File: config.mk
export PLATFORM = sky130hd
export DESIGN_NAME = pip_mac
export DESIGN_NICKNAME = d
export VERILOG_FILES = /design/src/design/pip_pkg.sv /design/src/design/pip_mac.sv
export SDC_FILE = /design/constraint.sdc
export NUM_CORES = 2
export LEC_CHECK = 0
export BUFFER_PORTS_ARGS = -buffer_cell sky130_fd_sc_hd__buf_2
export CAP_MARGIN = 20
export CORE_MARGIN = 1.5
export CORE_UTILIZATION = 40
export CTS_BUF_LIST = sky130_fd_sc_hd__clkbuf_8
export CTS_CLUSTER_SIZE = 16
export DETAILED_ROUTE_END_ITERATION = 8
export GPL_ROUTABILITY_DRIVEN = 0
export SYNTH_ARGS = -nofsm -noshare
export SYNTH_HDL_FRONTEND = slang
export SYNTH_SLANG_ARGS = --single-unit
export TNS_END_PERCENT = 100
File: constraint.sdc
create_clock -name clk -period 13.8 [get_ports clk]
set_input_delay 2.07 -clock clk [delete_from_list [all_inputs] [get_ports clk]]
set_output_delay 2.07 -clock clk [all_outputs]
set_load 0.03 [all_outputs]
File: src/design/pip_pkg.sv
// Shared types, codes and the per-edge step table for the point-in-polygon block.
`timescale 1ns / 1ps

package pip_pkg;

    localparam int STEP_W    = 5;
    localparam int LAST_STEP = 17;

    localparam logic CFG_VERTEX_COUNT = 1'b0;
    localparam logic CFG_BAND_TOL     = 1'b1;

    typedef enum logic [2:0] {
        ST_IDLE,
        ST_MUL,
        ST_ACC,
        ST_NEXT,
        ST_DECIDE,
        ST_DONE
    } state_t;

    typedef enum logic [1:0] {
        SH_0,
        SH_H,
        SH_H1,
        SH_2H
    } shift_t;

    typedef enum logic [3:0] {
        OP_ABX,
        OP_ABY,
        OP_AQX,
        OP_AQY,
        OP_BQX,
        OP_BQY,
        OP_CRL,
        OP_CRH,
        OP_TOL,
        OP_TOL2,
        OP_LENL,
        OP_LENH
    } op_sel_t;

    typedef enum logic [3:0] {
        D_NONE,
        D_TOL2,
        D_LEN2,
        D_DOT,
        D_DA,
        D_DB,
        D_CR,
        D_CRS,
        D_TL,
        D_LHS,
        D_RHS
    } dst_t;

    typedef struct packed {
        logic   mul_en;
        logic   acc_en;
        logic   clr;
        logic   neg;
        shift_t sh;
    } mac_ctrl_t;

    typedef struct packed {
        op_sel_t opa;
        op_sel_t opb;
        logic    clr;
        logic    neg;
        shift_t  sh;
        dst_t    dst;
    } step_op_t;

    // Step 0 squares the tolerance once per query; steps 1..17 run once per edge.
    function automatic step_op_t step_op(input logic [STEP_W-1:0] step);
        step_op_t r;
        r = '{OP_TOL, OP_TOL, 1'b1, 1'b0, SH_0, D_TOL2};
        case (step)
            5'd1:    r = '{OP_ABX,  OP_ABX,  1'b1, 1'b0, SH_0,  D_NONE};
            5'd2:    r = '{OP_ABY,  OP_ABY,  1'b0, 1'b0, SH_0,  D_LEN2};
            5'd3:    r = '{OP_AQX,  OP_ABX,  1'b1, 1'b0, SH_0,  D_NONE};
            5'd4:    r = '{OP_AQY,  OP_ABY,  1'b0, 1'b0, SH_0,  D_DOT};
            5'd5:    r = '{OP_AQX,  OP_AQX,  1'b1, 1'b0, SH_0,  D_NONE};
            5'd6:    r = '{OP_AQY,  OP_AQY,  1'b0, 1'b0, SH_0,  D_DA};
            5'd7:    r = '{OP_BQX,  OP_BQX,  1'b1, 1'b0, SH_0,  D_NONE};
            5'd8:    r = '{OP_BQY,  OP_BQY,  1'b0, 1'b0, SH_0,  D_DB};
            5'd9:    r = '{OP_AQX,  OP_ABY,  1'b1, 1'b0, SH_0,  D_NONE};
            5'd10:   r = '{OP_AQY,  OP_ABX,  1'b0, 1'b1, SH_0,  D_CR};
            5'd11:   r = '{OP_CRL,  OP_CRL,  1'b1, 1'b0, SH_0,  D_NONE};
            5'd12:   r = '{OP_CRH,  OP_CRL,  1'b0, 1'b0, SH_H1, D_NONE};
            5'd13:   r = '{OP_CRH,  OP_CRH,  1'b0, 1'b0, SH_2H, D_CRS};
            5'd14:   r = '{OP_TOL2, OP_LENL, 1'b1, 1'b0, SH_0,  D_NONE};
            5'd15:   r = '{OP_TOL2, OP_LENH, 1'b0, 1'b0, SH_H,  D_TL};
            5'd16:   r = '{OP_BQX,  OP_ABY,  1'b1, 1'b1, SH_0,  D_LHS};
            5'd17:   r = '{OP_BQY,  OP_ABX,  1'b1, 1'b1, SH_0,  D_RHS};
            default: r = '{OP_TOL,  OP_TOL,  1'b1, 1'b0, SH_0,  D_TOL2};
        endcase
        return r;
    endfunction

endpackage

File: src/design/pip_mac.sv
// Shared multiply-accumulate unit: one registered product, then a shifted add into the sum.
`timescale 1ns / 1ps

module pip_mac #(
    parameter int MW    = 33,
    parameter int ACC_W = 132,
    parameter int H     = 26
) (
    input  logic                    clk,
    input  logic                    rst_n,
    input  pip_pkg::mac_ctrl_t      ctrl,
    input  logic signed [MW-1:0]    opa,
    input  logic signed [MW-1:0]    opb,
    output logic signed [ACC_W-1:0] acc_sum
);
    import pip_pkg::*;

    logic signed [2*MW-1:0]  prod_reg;
    logic signed [ACC_W-1:0] acc_reg;
    logic signed [ACC_W-1:0] ext;
    logic signed [ACC_W-1:0] shifted;
    logic signed [ACC_W-1:0] term;
    logic signed [ACC_W-1:0] base;

    always_ff @(posedge clk)
    begin
        if (ctrl.mul_en)
        begin
            prod_reg <= opa * opb;
        end
    end

    always_comb
    begin
        ext = ACC_W'(prod_reg);
        case (ctrl.sh)
            SH_H:    shifted = ext <<< H;
            SH_H1:   shifted = ext <<< (H + 1);
            SH_2H:   shifted = ext <<< (2 * H);
            default: shifted = ext;
        endcase
        term    = ctrl.neg ? -shifted : shifted;
        base    = ctrl.clr ? '0 : acc_reg;
        acc_sum = base + term;
    end

    always_ff @(posedge clk or negedge rst_n)
    begin
        if (!rst_n)
        begin
            acc_reg <= '0;
        end
        else if (ctrl.acc_en)
        begin
            acc_reg <= acc_sum;
        end
    end

endmodule

=== After elaboration in Yosys (flattened, before gate mapping) ===
Cells that the tools add are included.

* Register bits after elaboration: 198
* Bits in latches: 0
* Bits in writable memories: 0
* Bits in read-only memories: 0
* Logic and storage cells: 11
* Memories: 0

* Add/subtract/negate cells: 2
* Multipliers: 1
* Div/mod/pow operators: 0
* Magnitude comparators: 0
* Eq/ne operators: 3
* Shift-type cells: 0
* Muxes and demuxes: 3
* Bitwise gates (word level): 0
* Reductions and logical operators: 0

{| class="wikitable"
|+ Operators with widths
! kind !! number
|-
| $pmux W117 S3 || 1
|-
| $mux W132 || 2
|-
| $add A132 B132 Y132 || 1
|-
| $neg A118 Y132 || 1
|-
| $mul A33 B33 Y66 || 1
|-
| $eq A2 B2 Y1 const B || 2
|-
| $eq A2 B1 Y1 const B || 1
|}

=== Longest topological paths before layout ===
* Depth in word-level cells: 5
* Mapped depth: 32

=== Worst setup path before layout ===
No wires, ideal clock.

* Path kind: input to output
* Start point: input ctrl[0] (netlist name)
* End point: output acc_sum[131]
* Arrival: 8.472 ns
* Path slack: 3.258 ns
* Stages: 29
* Cells stage by stage: buf_6 -> buf_6 -> buf_6 -> buf_2 -> buf_2 -> nor2_1 -> clkbuf_1 -> nand2_1 -> ha_1 -> nand3_1 -> nand2b_1 -> clkbuf_1 -> or3_1 -> nor3_1 -> nand2b_1 -> xnor2_1 -> ha_1 -> clkbuf_1 -> nand4_1 -> nor4_1 -> nor2b_1 -> and4_1 -> o2111ai_1 -> a2111oi_0 -> o21ai_0 -> a211oi_1 -> o2111ai_1 -> and3_1 -> nor2_1

* Word-level cells in the longest chain between the ends: 5
* Elaborated cells on any way between the ends: 7
* Those cells by class: 2 x add/sub; 3 x eq/ne; 2 x mux

{| class="wikitable"
|+ RTL lines
! what !! line !! text
|-
| from (decl) || pip_mac.sv:11 || <nowiki>input pip_pkg::mac_ctrl_t ctrl,</nowiki>
|-
| $eq A2 B2 Y1 or $eq A2 B1 Y1 (tied branches) || pip_mac.sv:36 || <nowiki>case (ctrl.sh)</nowiki>
|-
| $pmux W117 S3 * || pip_mac.sv:36 ||
|-
| $neg A118 Y132 || pip_mac.sv:42 || <nowiki>term = ctrl.neg ? -shifted : shifted;</nowiki>
|-
| $mux W132 * || pip_mac.sv:42 ||
|-
| $add A132 B132 Y132 * || pip_mac.sv:44 || <nowiki>acc_sum = base + term;</nowiki>
|-
| to (decl) || pip_mac.sv:14 || <nowiki>output logic signed [ACC_W-1:0] acc_sum</nowiki>
|}

Every way passes the cells marked *; elsewhere a longest branch is shown, timed or not.

=== Worst setup path after layout ===
Ends and elaborated chain as after synthesis.

==> metrics.yaml <==
synth:
  syn-num-nets: 8252
  synth_top_family_by_area: "adder cells"
  ys_warn_count: 0
  synth_compound_area_frac: 0.09439
  synth-main-ff-cell: "dfrtp_1"
  synthAdderAreaFrac: 0.4572
  syn_area_mm2: 0.05973
  synth_edf_count: 66
  netlist_instances: 6683
  async_flop_share: 0.6667
  synthSimpleGateAreaFrac: 0.1722
  netlist_top_cells_area: "fa_1 (38%), inv_1 (7.4%), ha_1 (7.3%)"
  postSynthAreaPerCell_um2: 8.937
  synth_top_cell_area_share: 0.3841
  ys_seq_area_frac: 0.08849
  synth_xor_area_frac: 0.04397
  ys_ff_latch: 198
  synthDistinctLibCells: 88
  synth.largest_area_cell: "fa_1"
  yosys-mux-area-fraction: 0.04452
floorplanning:
  ios: 206
  die_h_um: 389.4
  dieWidth_um: 389.4
  placementRows: 141
  die_area_mm2: 0.1516
  core_mm2: 0.1480
  start_util: 0.4035
layout:
  fillers: 14540
  syn_to_final_growth_pct: 4.460
  multi_input_area_mm2: 0.04852
  largest_reg_flops: 132
  regArea_mm2: 0.005285
  drive_above_1_share: 0.07147
  nNetsFinal: 8132
  fin_cells: 8511
  final_core_util: 0.4215
clock_network:
  postCtsHoldBufs: 0
  cts_buffer_depth: 2
  clk-insertion-delay-late_ns: 0.60
  cts_resized: 0
  htreeDepth: 4
  clock_sinks: 198
  clk_pin_slew_ns: 0.11
  ctsRootBufferMaster: "clkbuf_8"
  cts_buffers: 17
  cts_setup_buffers: 0
  cts_tree: "built"
critical_path:
  timing.rr.end: "acc_reg[123]"
  startpoint_type: "input port"
  rr_worst_depth: 21
  path_class: "in2out"
  cp-end-kind: "output pin"
  r2r_start: "prod_reg[4]"
  crit_arrival_ns: 10.30
  cp_max_fo: 61
  reg2reg_slack_ns: 5.86
  cp.required_ns: 11.73
detailed_routing:
  drt_wl_total_mm: 181.8
  drt_first_iter_violations: 3550
  routedWlPerCell_um: 21.36
  drt.antenna.violating_nets: 0
  dr_total_vias: 46820
  vias_per_cell: 5.502
  dr.pass1.iters: 8
  drc: 1
timing:
  period_share: 0.8967
  tightest_slew_ns: 1.155
  min_period_ns: 12.37
  relSlewSlack: 0.2199
  hold_violations: 0
  setup_violations: 0
  max_freq_mhz: 80.81
  grt_setup_unrepaired: "no"
  fin_worst_skew_ns: 0.02681
  maxSlewViolCount: 0
  totalNegativeSetupSlack_ns: 0
global_route:
  overflow: 0
  grt_usage: 0.2420
  grt_pass1_vias: 48750
  grt_first_pass_wirelength_mm: 284.1
  grt_antenna_before_repair: 13
  grt_max_degree: 92
flow_run:
  cap_viol_max_count: 0
placement:
  portBuffers: 205
  place_inst: 8473
  dp_hpwl_mm: 142.2
hold_path:
  hp-start: "acc_reg[123]"
  hold_depth: 2
  min_path_type: "reg2reg"
  hold-path-endpoint: "acc_reg[123]"
run_status:
  violations: "DRC"
  outcome: "finished, violations left"
[worst max path at each step]
stage	start	end	slack [ns]	cells past startpoint
CTS	ctrl[0]	acc_sum[124]	1.54	26
global route	ctrl[0]	acc_sum[124]	0.84	26
floorplan	ctrl[0]	acc_sum[131]	3.26	29
detailed placement	ctrl[0]	acc_sum[124]	1.60	26
global placement	ctrl[0]	acc_sum[124]	1.64	26
finish	ctrl[0]	acc_sum[131]	1.43	24
[cell usage after synthesis (all sizes together) (18+ instances only)]
| library cell | n |
|---|---|
| a21o | 123 |
| a21oi | 312 |
| a31oi | 21 |
| and2 | 561 |
| and3 | 18 |
| buf | 23 |
| clkbuf | 358 |
| dfrtp | 132 |
| edfxtp | 66 |
| fa | 1146 |
| ha | 349 |
| inv | 1182 |
| mux2 | 129 |
| mux2i | 38 |
| mux4 | 36 |
| nand2 | 721 |
| nand2b | 43 |
| nand3 | 51 |
| nand3b | 21 |
| nand4 | 83 |
| nor2 | 227 |
| nor2b | 152 |
| nor3 | 49 |
| nor4 | 20 |
| o21a | 21 |
| o21ai | 202 |
| o21bai | 60 |
| o31ai | 42 |
| o41ai | 18 |
| or3 | 22 |
| xnor2 | 190 |
| xor2 | 109 |
[layout make-up]
cell class,instances,area share
Antenna cell,5,0.0002005
Tap cell,1930,0.03870
Timing Repair Buffer,242,0.02112
Sequential cell,198,0.08471
Clock buffer,19,0.004191
Clock inverter,13,0.002246
Multi-Input combinational cell,4920,0.7776
Inverter,1184,0.07123
[kinds of logic after synthesis]
family / after synthesis
xor gates and xnor gates: 299
adders and majority gates: 1495
DFF: 198
buffers and inverters: 1565
AOI/OAI and AO/OA: 905
and+or+nand+nor: 2018
muxes: 203
[through the flow]
stage	setup WS, ns	hold slack [ns]	area (um2)
2_1_floorplan	3.258	0.4407	59730
3_3_place_gp	1.642	0.4587	61970
3_5_place_dp	1.596	0.4667	61970
4_1_cts	1.538	0.4951	62370
5_1_grt	0.8421	0.5217	62390
6_report	1.426	0.4898	62390
[layout by cell type, fill, tap and decap left out, drive strengths merged, types with 22 or more instances in the layout]
master  netlist  routed
nor2b       152     152
o31ai        42      42
mux2i        38      38
edfxtp       66      66
xnor2       190     190
xor2        109     109
nor3         49      49
a21oi       312     312
and2        561     561
nand4        83      83
mux2        129     129
a21o        123     123
mux4         36      36
o21bai       60      60
fa         1146    1146
buf          23     241
nand3        51      51
nand2b       43      43
or3          22      22
dfrtp       132     132
o21ai       202     202
nor2        227     227
ha          349     349
inv        1182    1188
nand2       721     721
[routing by layer]
| layer | GRT usage | routed length (um) | vias to the layer above |
|---|---|---|---|
| li1 | - | - | 20700 |
| met1 | 0.3252 | 77420 | 23920 |
| met2 | 0.4049 | 86000 | 1820 |
| met3 | 0.03046 | 12180 | 373 |
| met4 | 0.07763 | 6172 | 12 |
| met5 | 0 | 59 | - |
[critical path, stage by stage]
cell	delay [ns]
buf_4	0.61
buf_4	0.59
nand2_1	0.37
nand2_1	0.21
o21bai_1	0.15
nor4b_1	0.39
nand4_1	0.46
or2_2	0.49
o41ai_1	0.33
xnor2_1	0.16
ha_1	0.47
nand4_1	0.21
nor4_1	0.47
nor2b_1	0.28
and4_1	0.22
o2111ai_1	0.18
a2111oi_0	0.60
buf_4	0.23
o21ai_0	0.12
a211oi_1	0.75
o2111ai_1	0.26
and3_1	0.26
nor2_1	0.12
buf_2	0.23
Power is not shown: default switching activity piles up to over one toggle a cycle in this logic, so the estimate is an artifact.
